**src/sv/multichannel_slew_limiter_macros.svh**
```systemverilog
// ----------------------------------------------------------------------------
// Slew limiter assertion macros
// Shorthand for clocked, reset-qualified concurrent checks.
// ----------------------------------------------------------------------------
`ifndef MULTICHANNEL_SLEW_LIMITER_MACROS_SVH
`define MULTICHANNEL_SLEW_LIMITER_MACROS_SVH

// Check that cons holds in the same cycle as ante.
`define SLR_ASSERT_SAME(label, ante, cons, msg) \
	label: assert property (@(posedge clk) disable iff (!arst_n) (ante) |-> (cons)) \
		else $error(msg);

// Check that cons holds in the cycle after ante.
`define SLR_ASSERT_NEXT(label, ante, cons, msg) \
	label: assert property (@(posedge clk) disable iff (!arst_n) (ante) |=> (cons)) \
		else $error(msg);

`endif

```
**src/sv/slr_pkg.sv**
```systemverilog
// ----------------------------------------------------------------------------
// Slew limiter package
// Request types, table entry layout, operation and register codes.
// ----------------------------------------------------------------------------
package slr_pkg;

	localparam int SPEED_W = 8;

	typedef enum logic [2:0] {
		OP_ADD     = 3'd0,
		OP_SET     = 3'd1,
		OP_BYPASS  = 3'd2,
		OP_DISABLE = 3'd3,
		OP_ENABLE  = 3'd4,
		OP_TICK    = 3'd5
	} slr_op_t;

	typedef enum logic [1:0] {
		ST_IDLE,
		ST_TABLE,
		ST_TICK
	} slr_state_t;

	localparam logic CFG_MAX_SPEED = 1'b0;
	localparam logic CFG_MIN_SPEED = 1'b1;

	localparam logic signed [SPEED_W-1:0] MAX_SPEED_RST = 8'sd127;
	localparam logic signed [SPEED_W-1:0] MIN_SPEED_RST = -8'sd127;

	typedef struct packed {
		logic [2:0]                operation;
		logic [2:0]                channel;
		logic signed [SPEED_W-1:0] value;
	} slr_in_t;

	typedef struct packed {
		logic [2:0]                out_channel;
		logic signed [SPEED_W-1:0] drive;
		logic                      last;
	} slr_out_t;

	typedef struct packed {
		logic signed [SPEED_W-1:0] req;
		logic signed [SPEED_W-1:0] cur;
		logic signed [SPEED_W-1:0] step;
		logic                      en;
	} slr_entry_t;

	typedef struct packed {
		logic signed [SPEED_W-1:0] max_speed;
		logic signed [SPEED_W-1:0] min_speed;
	} slr_limits_t;

endpackage

```
**src/sv/multichannel_slew_limiter.sv**
```systemverilog
// ----------------------------------------------------------------------------
// Multichannel slew-rate limiter
// Channel table with per-channel slew stepping and a walking drive tick.
// ----------------------------------------------------------------------------
// The block keeps a table of CHANNELS channels (request, current speed, slew
// step, enable) in one synchronous memory with one read and one write port.
// A table request (add, set, bypass, disable, enable) reads the entry in the
// accept cycle and writes the modified entry back in the next. Requests with
// an unused operation code or a channel at or above CHANNELS are accepted and
// change nothing. A tick request reads one channel per cycle while the result
// side does not stall; meanwhile the previous channel is slewed, written back
// if enabled and loaded into the result register, so a tick returns CHANNELS
// results. New requests are held off for the whole tick and table update.
// Configuration writes (max_speed, min_speed) take effect at the next slew
// step; write them only while the block is idle. The max clamp is applied
// before the min clamp, so min_speed wins when the two cross.
// ----------------------------------------------------------------------------
`include "multichannel_slew_limiter_macros.svh"

module multichannel_slew_limiter #(
	parameter int CHANNELS = 8
) (
	input  logic                clk,
	input  logic                arst_n,
	// request side
	input  logic                in_valid,
	output logic                in_stall,
	input  slr_pkg::slr_in_t    in_request,
	// result side
	output logic                out_valid,
	input  logic                out_stall,
	output slr_pkg::slr_out_t   out_request,
	// configuration
	input  logic                cfg_we,
	input  logic                cfg_index,
	input  logic signed [slr_pkg::SPEED_W-1:0] cfg_wdata
);

	localparam int AW = (CHANNELS > 1) ? $clog2(CHANNELS) : 1;
	localparam logic [AW-1:0] LAST_IDX = AW'(CHANNELS - 1);

	// FSM and walk state
	slr_pkg::slr_state_t state_q, state_d;
	logic [AW-1:0]       next_idx_q;
	logic                issued_all_q;
	logic                pend_s1;
	logic [AW-1:0]       pend_idx_s1;

	// captured table request
	logic [2:0]                         op_q;
	logic [AW-1:0]                      ch_q;
	logic signed [slr_pkg::SPEED_W-1:0] val_q;

	// configuration registers
	slr_pkg::slr_limits_t limits_q;

	// result register
	logic              out_valid_q;
	slr_pkg::slr_out_t out_q;

	// memory ports
	logic                rd_en, wr_en;
	logic [AW-1:0]       rd_addr, wr_addr;
	slr_pkg::slr_entry_t rd_data, wr_data;

	// decode and datapath
	logic                               in_accept;
	logic                               is_tick, table_ok;
	logic [31:0]                        ch_ext, pend_idx_ext;
	logic [AW-1:0]                      ch_addr;
	logic                               out_free, process, issue;
	logic signed [slr_pkg::SPEED_W-1:0] slewed;
	slr_pkg::slr_entry_t                table_entry, tick_entry;
	slr_pkg::slr_out_t                  result;

	assign in_accept = in_valid && !in_stall;
	assign is_tick   = (in_request.operation == slr_pkg::OP_TICK);
	assign ch_ext    = 32'(in_request.channel);
	assign ch_addr   = ch_ext[AW-1:0];
	assign table_ok  = (in_request.operation inside {slr_pkg::OP_ADD, slr_pkg::OP_SET,
		slr_pkg::OP_BYPASS, slr_pkg::OP_DISABLE, slr_pkg::OP_ENABLE})
		&& (ch_ext < 32'(CHANNELS));

	// The result register frees up when empty or being taken this cycle.
	assign out_free = !out_valid_q || !out_stall;

	slr_state_mem #(
		.DEPTH (CHANNELS),
		.AW    (AW)
	) u_mem (
		.clk     (clk),
		.arst_n  (arst_n),
		.rd_en   (rd_en),
		.rd_addr (rd_addr),
		.rd_data (rd_data),
		.wr_en   (wr_en),
		.wr_addr (wr_addr),
		.wr_data (wr_data)
	);

	slr_slew_unit u_slew (
		.cur    (rd_data.cur),
		.req    (rd_data.req),
		.step   (rd_data.step),
		.limits (limits_q),
		.slewed (slewed)
	);

	// Modify the read entry for a table request.
	always_comb begin
		table_entry = rd_data;
		case (op_q)
			slr_pkg::OP_ADD: begin
				table_entry.req  = '0;
				table_entry.cur  = '0;
				table_entry.step = val_q;
				table_entry.en   = 1'b1;
			end
			slr_pkg::OP_SET: begin
				table_entry.req = val_q;
			end
			slr_pkg::OP_BYPASS: begin
				table_entry.req = val_q;
				table_entry.cur = val_q;
			end
			slr_pkg::OP_DISABLE: begin
				table_entry.en = 1'b0;
			end
			slr_pkg::OP_ENABLE: begin
				table_entry.en = 1'b1;
			end
			default: begin
				table_entry = rd_data;
			end
		endcase
	end

	// Tick datapath: enabled channels store and drive the slewed speed,
	// disabled channels drive the raw request.
	always_comb begin
		tick_entry     = rd_data;
		tick_entry.cur = slewed;
	end

	assign pend_idx_ext       = 32'(pend_idx_s1);
	assign result.out_channel = pend_idx_ext[2:0];
	assign result.drive       = rd_data.en ? slewed : rd_data.req;
	assign result.last        = (pend_idx_s1 == LAST_IDX);

	// Next state
	always_comb begin
		state_d = state_q;
		case (state_q)
			slr_pkg::ST_IDLE: begin
				if (in_valid && is_tick) begin
					state_d = slr_pkg::ST_TICK;
				end else if (in_valid && table_ok) begin
					state_d = slr_pkg::ST_TABLE;
				end
			end
			slr_pkg::ST_TABLE: begin
				state_d = slr_pkg::ST_IDLE;
			end
			slr_pkg::ST_TICK: begin
				if (process && pend_idx_s1 == LAST_IDX) begin
					state_d = slr_pkg::ST_IDLE;
				end
			end
			default: begin
				state_d = slr_pkg::ST_IDLE;
			end
		endcase
	end

	// FSM outputs: memory ports, stall, walk strobes
	always_comb begin
		in_stall = 1'b1;
		rd_en    = 1'b0;
		rd_addr  = next_idx_q;
		wr_en    = 1'b0;
		wr_addr  = pend_idx_s1;
		wr_data  = tick_entry;
		process  = 1'b0;
		issue    = 1'b0;
		case (state_q)
			slr_pkg::ST_IDLE: begin
				in_stall = 1'b0;
				if (in_valid && is_tick) begin
					rd_en   = 1'b1;
					rd_addr = '0;
				end else if (in_valid && table_ok) begin
					rd_en   = 1'b1;
					rd_addr = ch_addr;
				end
			end
			slr_pkg::ST_TABLE: begin
				wr_en   = 1'b1;
				wr_addr = ch_q;
				wr_data = table_entry;
			end
			slr_pkg::ST_TICK: begin
				// Retire the pending channel when the result slot is free;
				// read the next channel into the slot it leaves.
				process = pend_s1 && out_free;
				issue   = !issued_all_q && (!pend_s1 || process);
				rd_en   = issue;
				wr_en   = process && rd_data.en;
			end
			default: begin
				in_stall = 1'b1;
			end
		endcase
	end

	always_ff @(posedge clk or negedge arst_n) begin
		if (!arst_n) begin
			state_q      <= slr_pkg::ST_IDLE;
			next_idx_q   <= '0;
			issued_all_q <= 1'b0;
			pend_s1      <= 1'b0;
			pend_idx_s1  <= '0;
		end else begin
			state_q <= state_d;
			if (state_q == slr_pkg::ST_IDLE) begin
				if (in_valid && is_tick) begin
					// Channel zero is read in the accept cycle.
					pend_s1      <= 1'b1;
					pend_idx_s1  <= '0;
					next_idx_q   <= AW'(1);
					issued_all_q <= (CHANNELS == 1);
				end
			end else if (state_q == slr_pkg::ST_TICK) begin
				pend_s1 <= issue || (pend_s1 && !process);
				if (issue) begin
					pend_idx_s1  <= next_idx_q;
					next_idx_q   <= next_idx_q + AW'(1);
					issued_all_q <= (next_idx_q == LAST_IDX);
				end
			end
		end
	end

	// Capture the table request payload.
	always_ff @(posedge clk) begin
		if (in_accept) begin
			op_q  <= in_request.operation;
			ch_q  <= ch_addr;
			val_q <= in_request.value;
		end
	end

	// Configuration registers
	always_ff @(posedge clk or negedge arst_n) begin
		if (!arst_n) begin
			limits_q.max_speed <= slr_pkg::MAX_SPEED_RST;
			limits_q.min_speed <= slr_pkg::MIN_SPEED_RST;
		end else if (cfg_we) begin
			case (cfg_index)
				slr_pkg::CFG_MAX_SPEED: limits_q.max_speed <= cfg_wdata;
				slr_pkg::CFG_MIN_SPEED: limits_q.min_speed <= cfg_wdata;
				default: limits_q <= limits_q;
			endcase
		end
	end

	// Result register: load on retire, drop when taken.
	always_ff @(posedge clk or negedge arst_n) begin
		if (!arst_n) begin
			out_valid_q <= 1'b0;
		end else if (process) begin
			out_valid_q <= 1'b1;
		end else if (!out_stall) begin
			out_valid_q <= 1'b0;
		end
	end

	always_ff @(posedge clk) begin
		if (process) begin
			out_q <= result;
		end
	end

	assign out_valid   = out_valid_q;
	assign out_request = out_q;

	// ------------------------------------------------------------------
	// Assertions
	// ------------------------------------------------------------------
	`SLR_ASSERT_SAME(a_no_accept_mid_tick, in_valid && !in_stall, !pend_s1,
		"request accepted while a channel read is pending")
	`SLR_ASSERT_SAME(a_rw_distinct, rd_en && wr_en, rd_addr != wr_addr,
		"table read and write hit the same entry in one cycle")
	`SLR_ASSERT_NEXT(a_out_hold, out_valid && out_stall,
		out_valid && $stable(out_request), "stalled result changed or was dropped")
	`SLR_ASSERT_NEXT(a_retire_last_idle, process && pend_idx_s1 == LAST_IDX,
		state_q == slr_pkg::ST_IDLE && !pend_s1, "tick walk did not finish after last channel")

endmodule

```
**src/sv/slr_state_mem.sv**
```systemverilog
// ----------------------------------------------------------------------------
// Slew limiter channel table
// One-read, one-write synchronous memory; unwritten entries read as zero.
// ----------------------------------------------------------------------------
module slr_state_mem #(
	parameter int DEPTH = 8,
	parameter int AW    = 3
) (
	input  logic               clk,
	input  logic               arst_n,
	input  logic               rd_en,
	input  logic [AW-1:0]      rd_addr,
	output slr_pkg::slr_entry_t rd_data,
	input  logic               wr_en,
	input  logic [AW-1:0]      wr_addr,
	input  slr_pkg::slr_entry_t wr_data
);

	slr_pkg::slr_entry_t mem [DEPTH];
	logic [DEPTH-1:0]    vld_q;
	slr_pkg::slr_entry_t rd_data_q;

	// Entry valid bits: cleared at reset, set on first write.
	always_ff @(posedge clk or negedge arst_n) begin
		if (!arst_n) begin
			vld_q <= '0;
		end else if (wr_en) begin
			vld_q[wr_addr] <= 1'b1;
		end
	end

	always_ff @(posedge clk) begin
		if (wr_en) begin
			mem[wr_addr] <= wr_data;
		end
	end

	// Hold read data until the next read.
	always_ff @(posedge clk) begin
		if (rd_en) begin
			rd_data_q <= vld_q[rd_addr] ? mem[rd_addr] : '0;
		end
	end

	assign rd_data = rd_data_q;

endmodule

```
**src/sv/slr_slew_unit.sv**
```systemverilog
// ----------------------------------------------------------------------------
// Slew limiter step unit
// Move current speed toward the request by one step, then clamp.
// ----------------------------------------------------------------------------
module slr_slew_unit (
	input  logic signed [slr_pkg::SPEED_W-1:0] cur,
	input  logic signed [slr_pkg::SPEED_W-1:0] req,
	input  logic signed [slr_pkg::SPEED_W-1:0] step,
	input  slr_pkg::slr_limits_t               limits,
	output logic signed [slr_pkg::SPEED_W-1:0] slewed
);

	// Two extra bits cover a full-width step in either direction.
	localparam int WW = slr_pkg::SPEED_W + 2;

	logic signed [WW-1:0] c0, r, s, mx, mn;
	logic signed [WW-1:0] up, c1, dn, c2, c3, c4;

	assign c0 = WW'(cur);
	assign r  = WW'(req);
	assign s  = WW'(step);
	assign mx = WW'(limits.max_speed);
	assign mn = WW'(limits.min_speed);

	always_comb begin
		// Below the request: add the step, stop at the request.
		up = c0 + s;
		if (c0 < r) begin
			c1 = (up > r) ? r : up;
		end else begin
			c1 = c0;
		end
		// Above the request: subtract the step, stop at the request.
		dn = c1 - s;
		if (c1 > r) begin
			c2 = (dn < r) ? r : dn;
		end else begin
			c2 = c1;
		end
		// Max clamp first, min clamp wins.
		c3 = (c2 > mx) ? mx : c2;
		c4 = (c3 < mn) ? mn : c3;
	end

	assign slewed = c4[slr_pkg::SPEED_W-1:0];

endmodule

```
**config.mk**
```make
export PLATFORM = sky130hd
export DESIGN_NAME = multichannel_slew_limiter
export DESIGN_NICKNAME = d
export VERILOG_FILES = /design/src/sv/slr_pkg.sv /design/src/sv/multichannel_slew_limiter.sv /design/src/sv/slr_state_mem.sv /design/src/sv/slr_slew_unit.sv
export VERILOG_INCLUDE_DIRS = /design/src /design/src/sv
export SDC_FILE = /design/constraint.sdc
export NUM_CORES = 1
export LEC_CHECK = 0
export BUFFER_PORTS_ARGS = -buffer_cell sky130_fd_sc_hd__buf_4
export CAP_MARGIN = 40
export CORE_MARGIN = 2
export CORE_UTILIZATION = 30
export CTS_CLUSTER_SIZE = 25
export DETAILED_ROUTE_END_ITERATION = 7
export GPL_ROUTABILITY_DRIVEN = 0
export SLEW_MARGIN = 20
export SYNTH_ARGS = -nofsm -noshare
export SYNTH_HDL_FRONTEND = slang
export SYNTH_SLANG_ARGS = --single-unit
```
**constraint.sdc**
```tcl
create_clock -name clk -period 24.4 [get_ports clk]
set_input_delay 1.22 -clock clk [delete_from_list [all_inputs] [get_ports clk]]
set_output_delay 1.22 -clock clk [all_outputs]
set_load 0.02 [all_outputs]
```
After elaboration in Yosys (flattened, before gate mapping). Memories as Yosys holds them, arrays and structs flattened. A register that Yosys moved wholly into a read port is not among the register bits. Cells that the tools add are included.

Reductions and logical operators: 32. Equal/unequal tests: 17. Bitwise operators: 2. Magnitude comparators: 10. Muxes and demuxes: 50. $add $sub $neg: 3.

Operators by type and width (count): $mux 10 (5); $mux 3 (12); $pmux 8 s2 (2); $mux 25 (1); $mux 8 (3); $gt 10x8->1 (2); $lt 10x8->1 (2); $mux 1 (18); $eq 3x3->1 const B (5); $eq 3x2->1 const B (4); $lt 3x4->1 const B (3); $logic_and 1x1->1 (10); $sub 10x8->10 (1); $add 8x8->9 (1); $gt 9x8->1 (1); $lt 8x8->1 (1); $or 8x8->8 (1); $reduce_and 2->1 (4); $eq 3x1->1 const B (2); $logic_not 1->1 (6); $logic_not 3->1 (2); $mux 2 (3); $pmux 1 s2 (3); $reduce_bool 5->1 (1); 16 further kinds (21).

Memories kept: 1. Register bits: 61. Bits of input ports: 28. RAM bits: 200. Logic and storage cells: 130. Output and inout bits: 14.

Memories: u_mem.mem (depth 8, width 25, read ports 1, clocked after Yosys merged registers in 1, wr ports 1, RTL line slr_state_mem.sv:19) `slr_pkg::slr_entry_t mem [DEPTH];`.

Depth between registers and ports, before layout. Gate-level depths: netlist of the first run.

Depth in word-level cells: 13. Gate-level depth with buffers: 46. Gate-level depth less buffers: 44.

By module. From an unflattened synthesis of the first run, not the netlist that was laid out.

Cell total of the unflattened synthesis: 969. Area total of the unflattened synthesis: 14386.3 um2.

By module, submodules not included: slr_state_mem (instances 1, cells an instance 374, area each 8698.3 um2, sequential area each 6956.7 um2); slr_slew_unit (instances 1, cells an instance 362, area each 2869.0 um2, sequential area each 0.0 um2); multichannel_slew_limiter (instances 1, cells an instance 233, area each 2819.0 um2, sequential area each 1467.7 um2).

Least setup slack after synthesis of the first run. No wires, ideal clock.

Path type: register to register. Start: register u_mem.rd_data[11] (netlist name). End: memory u_mem.mem[0][13] (netlist bit) (data pin). Period minus slack after synthesis: 9.435 ns. Buffers on the path: 2. Setup time: 0.308 ns. Cell stages (with the launch flop): 44. Arrival time: 9.127 ns. Setup slack: 14.965 ns. Data required time: 24.092 ns. Cells stage by stage: edfxtp_1 ha_1 and3_1 a2111o_1 o22a_1 xor2_1 ha_1 a211oi_1 nand3_1 a21o_2 nand3_1 a31o_2 ha_1 inv_1 fa_1 a211oi_1 o21a_1 o21bai_1 (+8 left out) mux2_2 ha_1 nand4_1 o2111ai_1 nand3_1 clkbuf_8 a21oi_1 inv_1 ha_1 and3_1 a221oi_1 o2111ai_1 nor3b_1 nand2_2 o31ai_4 buf_6 mux2i_1 mux2i_1.

RTL lines (RTL line): end, declared (slr_state_mem.sv:19).

==> summary.txt, run 1 <==
critical path type - flip-flop to flip-flop
Die H - 223 µm
WL/cell - 19.5 µm
pin count of the biggest net entering global routing - 63
CTS root buf - clkbuf_16
fin crit period - 11.52 ns
Final Hold Viols - 0
Final setup violation count - 0
initial antenna violation count - 2
syn_nets - 1381
Slew headroom - 37.8%
Overflow after GRT - 0
Critical Path End Type - flip-flop
Max-Cap Viols - 0
CTS tree - yes
XOR/XNOR Fraction of Synth Area - 0.668%
# resized after CTS - 0
Top Ports - 42
worst hold start - u_mem.vld_q[6]$_DFFE_PN0P_
first-pass GRT wire length - 58800 µm
Post-DP HPWL - 25700 µm
cell mode on critical path - ha_1
status - completed
asr flop ratio synth - 12.2%
Final period util - 47.2%
DR iter-0 viols - 803
Main synth FF type - edfxtp_1
wirelength, routed - 38200 µm
most common cell after layout, fill and taps aside - nand2_1
Remaining DRCs - 0
TNS Setup - 0 ns
CP max stage cell - mux2i_1
Sink Count - 286
post-synthesis adder-cell area fraction - 6.78%
Synth Area in Compound Gates - 12.4%
commonest non-fill, non-tap cells in the layout - nand2_1, edfxtp_1, nand3_1, ha_1, buf_4
Worst Path Required - 24.64 ns
worst path bufs/invs - 1
Post-synth EDFFs - 251
synthesis warning total - 0
overall routing resource usage - 15.1%
WP data arrival - 11.77 ns
Final Skew - 0.0284 ns
area grow syn2layout - 15.4%
CP max stage delay - 0.61 ns
First-pass DRT Iterations - 5
final antenna-violating net count - 0
Synth Area in Simple Gates - 16.5%
Yosys cell types - 89
Mapped Area - 14400 µm²
initial core utilization - 30.3%
vias per cell - 5.27
Synth Area per Inst - 11.3 µm²
core area - 47600 µm²
WHS Endpoint - u_mem.vld_q[6]$_DFFE_PN0P_
clk buf depth - 3
crit path max fanout - 16
Skew-Pair Late Insertion Delay - 0.57 ns
row count - 80
Die W - 223 µm
r2r startpoint - u_mem.rd_data[1]$_SDFFCE_PN0P_
R2R depth - 41
vias in the first global route - 9998
worst reg2reg path endpoint - u_mem.mem[5][11]$_DFFE_PP_
RSZ-0062 raised after global routing - false
final core utilization - 35.0%
largest family of logic cells by synthesized area - simple AND/OR/NAND/NOR gates
Mapped Cells - 1276
vias after detailed routing - 10400
Peak Freq - 86.8 MHz
HP Class - flip-flop to flip-flop
Worst-path clk slew - 0.06 ns
hold_buf cts - 0
# H-tree levels - 1
Seq/Total Area, Yosys - 58.4%
reg2reg setup slack - 12.88 ns
Worst-Margin Slew - 0.924 ns
share of layout cells above drive strength 1 - 14.1%
Num CTS Buffers - 31
count of state elements after synthesis - 286
CP top delay family - compound AO/OA/AOI/OAI gates
Final nets - 1427
max-slew violation count - 0
hold-critical path depth - 1
Die Area - 49900 µm²
PortBufs - 41
Worst Setup Start Kind - flip-flop
post-CTS setup repair buffer count - 0
mux cell area share after synthesis - 2.07%
[layout make-up]
cell class | count | area (µm²)
Tap cell | 615 | 769
Sequential cell | 286 | 8420
Timing Repair Buffer | 70 | 653
Clock buffer | 41 | 863
Clock inverter | 17 | 153
Fill cell | 4637 | 31000
Antenna cell | 2 | 5.00
Multi-Input combinational cell | 883 | 5600
Inverter | 50 | 188
[flip-flops by register name, summed over array words and instances (netlist names), 8 cells and up]
name and cells:
u_mem.mem 200, u_mem.rd_data 25, limits_q 16, out_request 12, u_mem.vld_q 8, val_q 8
[how the worst max path moves through the flow]
stage / startpoint / to / cells past startpoint
6_report: u_mem.rd_data[1]$_SDFFCE_PN0P_ / u_mem.mem[5][11]$_DFFE_PP_ / 41
5_1_grt: u_mem.rd_data[1]$_SDFFCE_PN0P_ / u_mem.mem[6][11]$_DFFE_PP_ / 41
4_1_cts: u_mem.rd_data[1]$_SDFFCE_PN0P_ / u_mem.mem[4][11]$_DFFE_PP_ / 41
3_5_place_dp: u_mem.rd_data[1]$_SDFFCE_PN0P_ / u_mem.mem[7][11]$_DFFE_PP_ / 41
3_3_place_gp: u_mem.rd_data[11]$_SDFFCE_PN0P_ / u_mem.mem[0][11]$_DFFE_PP_ / 40
2_1_floorplan: u_mem.rd_data[11]$_SDFFCE_PN0P_ / u_mem.mem[0][13]$_DFFE_PP_ / 43
[stage by stage]
| stage | hold WS, ns | setup WS (ns) | instances | area [µm²] |
|---|---|---|---|---|
| 6_report | 0.466 | 12.88 | 1964 | 16700 |
| 5_1_grt | 0.481 | 12.07 | 1964 | 16700 |
| 4_1_cts | 0.471 | 12.95 | 1961 | 16600 |
| 3_5_place_dp | 0.454 | 13.04 | 1903 | 15600 |
| 3_3_place_gp | 0.453 | 13.64 | 1888 | 15400 |
| 2_1_floorplan | 0.439 | 14.97 | 1276 | 14400 |
[layer usage]
metal / up-vias / track usage [%] / part of all wire (%)
li1: 4837 / - / -
met1: 5159 / 20.3 / 44
met2: 298 / 26.0 / 49
met3: 63 / 1.48 / 5.3
met4: 0 / 3.91 / 2.3
met5: - / 0 / 0
[Yosys cell counts (4+ instances only)]
master     count  area share (%)
nand2_1      273             7.1
nor3_1        22            0.76
xor2_1         6            0.36
dfstp_2        9             1.6
and2_1         5            0.22
nand4_1        8            0.35
ha_1          75             6.5
buf_2         19            0.66
o211ai_1       6            0.31
o31ai_1        4            0.21
mux2i_1       13            0.90
nor2_1        60             1.6
a311oi_1      26             1.6
edfxtp_1     251              52
o21a_1         7            0.36
or2_2         11            0.48
a21boi_0       6            0.31
a21oi_1       34             1.2
xnor2_1        5            0.30
a21o_1         8            0.42
nor2b_1        4            0.17
o21ai_0       36             1.2
a211oi_1      10            0.52
inv_1         50             1.3
mux2_2        14             1.1
clkbuf_1      29            0.75
dfrtp_1       26             4.5
a22o_1        12            0.73
a31oi_1       31             1.3
o2111ai_1      4            0.24
nand3_1       75             2.6
buf_1          4            0.10
and3_1        41             1.8
o31a_1         4            0.24
nand3b_1       4            0.21
[kinds of logic (layout without fill, tap and decap cells)]
kind of cell	Yosys count	after routing
compound gates	240	240
simple gates	527	527
other cells	0	2
xor+xnor	11	11
buf+inv	107	178
flops	286	286
mux	28	28
fa+ha+maj	77	77
Power of run 1 is left out: the tool's default activity adds up to more than one toggle a clock period on the data nets, which glitch-free logic cannot reach.
==> inputs of run 2 (changes only) <==
--- a/config.mk
+++ b/config.mk
@@ -6,6 +6,7 @@
 export SDC_FILE = /design/constraint.sdc
 export NUM_CORES = 1
 export LEC_CHECK = 0
+export ABC_AREA = 1
 export BUFFER_PORTS_ARGS = -buffer_cell sky130_fd_sc_hd__buf_4
 export CAP_MARGIN = 40
 export CORE_MARGIN = 2
==> constraint.sdc (replaced) <==
create_clock -name clk -period 11.35 [get_ports clk]
set_input_delay 0.5675 -clock clk [delete_from_list [all_inputs] [get_ports clk]]
set_output_delay 0.5675 -clock clk [all_outputs]
set_load 0.02 [all_outputs]
==> summary.txt, run 2 <==
status - completed (unchanged)
commonest non-fill, non-tap cells in the layout - edfxtp_1, nand2_1, inv_1 (was nand2_1, edfxtp_1, nand3_1, ha_1, buf_4)
row count - 81 (was 80)
CP max stage delay - 0.46 ns (was 0.61 ns)
synthesis warning total - 0 (unchanged)
core area - 48600 µm² (was 47600 µm²)
WL/cell - 18.1 µm (was 19.5 µm)
area leader, netlist - edfxtp_1 (unchanged)
final antenna-violating net count - 0 (unchanged)
first-pass GRT wire length - 57900 µm (was 58800 µm)
Post-synth EDFFs - 251 (unchanged)
initial antenna violation count - 0 (was 2)
count leader, synth - edfxtp_1 (was nand2_1)
area grow syn2layout - 12.7% (was 15.4%)
clk buf depth - 3 (unchanged)
Max-Cap Viols - 0 (unchanged)
Post-DP HPWL - 25500 µm (was 25700 µm)
Final nets - 1536 (was 1427)
Synth top cells by count - edfxtp_1, nand2_1, inv_1, o21ai_0, nor2_1 (was nand2_1, edfxtp_1, ha_1, nand3_1, nor2_1)
Yosys cell types - 54 (was 89)
pin count of the biggest net entering global routing - 65 (was 63)
wirelength, routed - 37400 µm (was 38200 µm)
Main synth FF type - edfxtp_1 (unchanged)
Worst Setup Start Kind - flip-flop (unchanged)
diode count - 0 (was 2)
Skew-Pair Late Insertion Delay - 0.58 ns (was 0.57 ns)
Final Skew - 0.0389 ns (was 0.0284 ns)
vias per cell - 5.02 (was 5.27)
First-pass DRT Iterations - 5 (unchanged)
fin crit period - 10.35 ns (was 11.52 ns)
Critical Path End Type - flip-flop (unchanged)
RSZ-0062 raised after global routing - false (unchanged)
r2r startpoint - u_mem.rd_data[1]$_SDFFCE_PN0P_ (unchanged)
CTS root buf - clkbuf_16 (unchanged)
Synth Area per Inst - 10.6 µm² (was 11.3 µm²)
PortBufs - 41 (unchanged)
top cell type's share of synthesized area - 51.2% (was 52.2%)
DR iter-0 viols - 953 (was 803)
Final period util - 91.2% (was 47.2%)
most common cell after layout, fill and taps aside - edfxtp_1 (was nand2_1)
crit path max fanout - 13 (was 16)
Sink Count - 286 (unchanged)
initial core utilization - 30.3% (about the same)
Worst setup startpoint - u_mem.rd_data[1]$_SDFFCE_PN0P_ (unchanged)
Top Ports - 42 (unchanged)
vias after detailed routing - 10400 (about the same)
share of layout cells above drive strength 1 - 14.9% (was 14.1%)
max-slew violation count - 0 (unchanged)
Biggest register - u_mem.mem (unchanged)
Die H - 226 µm (was 223 µm)
TNS Setup - 0 ns (unchanged)
# H-tree levels - 1 (unchanged)
Synth area leaders - edfxtp_1, ha_1, o21ai_0, nand2_1, dfrtp_1 (was edfxtp_1, nand2_1, ha_1, dfrtp_1, nand3_1)
CP max stage cell - edfxtp_1 (was mux2i_1)
critical path type - flip-flop to flip-flop (unchanged)
Die W - 226 µm (was 223 µm)
Slew headroom - 42.7% (was 37.8%)
overall routing resource usage - 14.7% (was 15.1%)
Mapped Area - 14700 µm² (was 14400 µm²)
Die Area - 50900 µm² (was 49900 µm²)
Worst-Margin Slew - 0.859 ns (was 0.924 ns)
Final setup violation count - 0 (unchanged)
Mapped Cells - 1389 (was 1276)
Worst Path Required - 11.62 ns (was 24.64 ns)
max reg flops - 200 (unchanged)
Worst-path clk slew - 0.06 ns (about the same)
Remaining DRCs - 0 (unchanged)
count of state elements after synthesis - 286 (unchanged)
Num CTS Buffers - 28 (was 31)
Seq/Total Area, Yosys - 57.2% (was 58.4%)
HP Class - input port to flip-flop (was flip-flop to flip-flop)
Overflow after GRT - 0 (unchanged)
WP data arrival - 10.62 ns (was 11.77 ns)
CTS tree - yes (unchanged)
syn_nets - 1494 (was 1381)
asr flop ratio synth - 12.2% (unchanged)
vias in the first global route - 10300 (was 9998)
worst hold start - in_request[4] (was u_mem.vld_q[6]$_DFFE_PN0P_)
Final Hold Viols - 0 (unchanged)
cell mode on critical path - nand2_1 (was ha_1)
Peak Freq - 96.6 MHz (was 86.8 MHz)
[run 2: cell types whose count changed in the layout (fill, tap and decap cells not counted), moves of 26 or more]
cell,change
o22ai_1,+58
and3_1,-41
a311oi_1,-26
o21ai_0,+120
nand2_1,-82
a31oi_1,-31
inv_1,+107
nand3_1,-29
nor2_1,+82
[run 2: logic make-up (layout without fill, tap and decap cells)]
logic type | count (synthesis) | in the layout | synth area share (%)
simple gates | 454 | 454 | 14.5
flops | 286 | 286 | 57.2
mux | 26 | 26 | 1.99
compound gates | 319 | 319 | 12.5
fa+ha+maj | 77 | 77 | 6.65
xor+xnor | 13 | 13 | 0.773
buf+inv | 214 | 277 | 6.36
[run 2: metal layers]
metal	vias to the layer above	wire length (µm)	GRT usage (%)	part of all wire [%]
met2	342	18300	25.3	49
met5	-	0	0	0
met1	5050	15900	19.2	42
li1	4951	-	-	-
met3	67	2170	1.92	5.8
met4	0	1030	4.46	2.8
[run 2: worst paths after layout]
path | slack, ns | depth (start not counted) | end
setup / recovery | 1.00 | 63 | u_mem.mem[5][9]$_DFFE_PP_
hold / removal | 0.17 | 1 | val_q[4]$_DFFE_PP_
setup reg to reg | 1.00 | 63 | u_mem.mem[5][9]$_DFFE_PP_
hold reg to reg | 0.47 | 2 | u_mem.vld_q[1]$_DFFE_PN0P_
max in group asynchronous | 10.52 | 2 | limits_q[14]$_DFFE_PN1P_
min in group asynchronous | 0.49 | 2 | limits_q[1]$_DFFE_PN0P_
[run 2: timing repair]
action                     in CTS  in global routing
hold buffers                    1                  0
setup endpoints to repair       0                  8
gates resized for setup         0                  1
hold endpoints to repair       26                  0
setup buffers                   0                  0
[run 2: layout make-up]
class                           instances  area [µm²]
Inverter                              167         632
Sequential cell                       286        8420
Clock buffer                           34         723
Tap cell                              622         778
Multi-Input combinational cell        889        5390
Clock inverter                         17         190
Timing Repair Buffer                   59         457
Fill cell                            4831       32100
[run 2: per-stage QoR]
stage | util (%) | setup slack (ns) | hold slack (ns) | cells | cell area [µm²]
global route | 34.1 | 0.0990 | 0.139 | 2074 | 16600
floorplan | - | 2.62 | 0.272 | 1389 | 14700
global placement | 32.1 | 1.45 | 0.444 | 2020 | 15600
detailed placement | 32.2 | 1.04 | 0.451 | 2022 | 15700
CTS | 34.1 | 1.03 | 0.151 | 2074 | 16600
finish | 34.1 | 1.00 | 0.171 | 2074 | 16600
[run 2: critical path, delay by kind of cell (launching register included)]
family | cells | cell delay [ns]
AOI/OAI and AO/OA | 19 | 2.89
buffers and inverters | 5 | 0.56
xor gates and xnor gates | 1 | 0.12
and+or+nand+nor | 31 | 3.64
adders and majority gates | 7 | 2.39
DFF | 1 | 0.46
Power of run 2 is left out for the same reason.
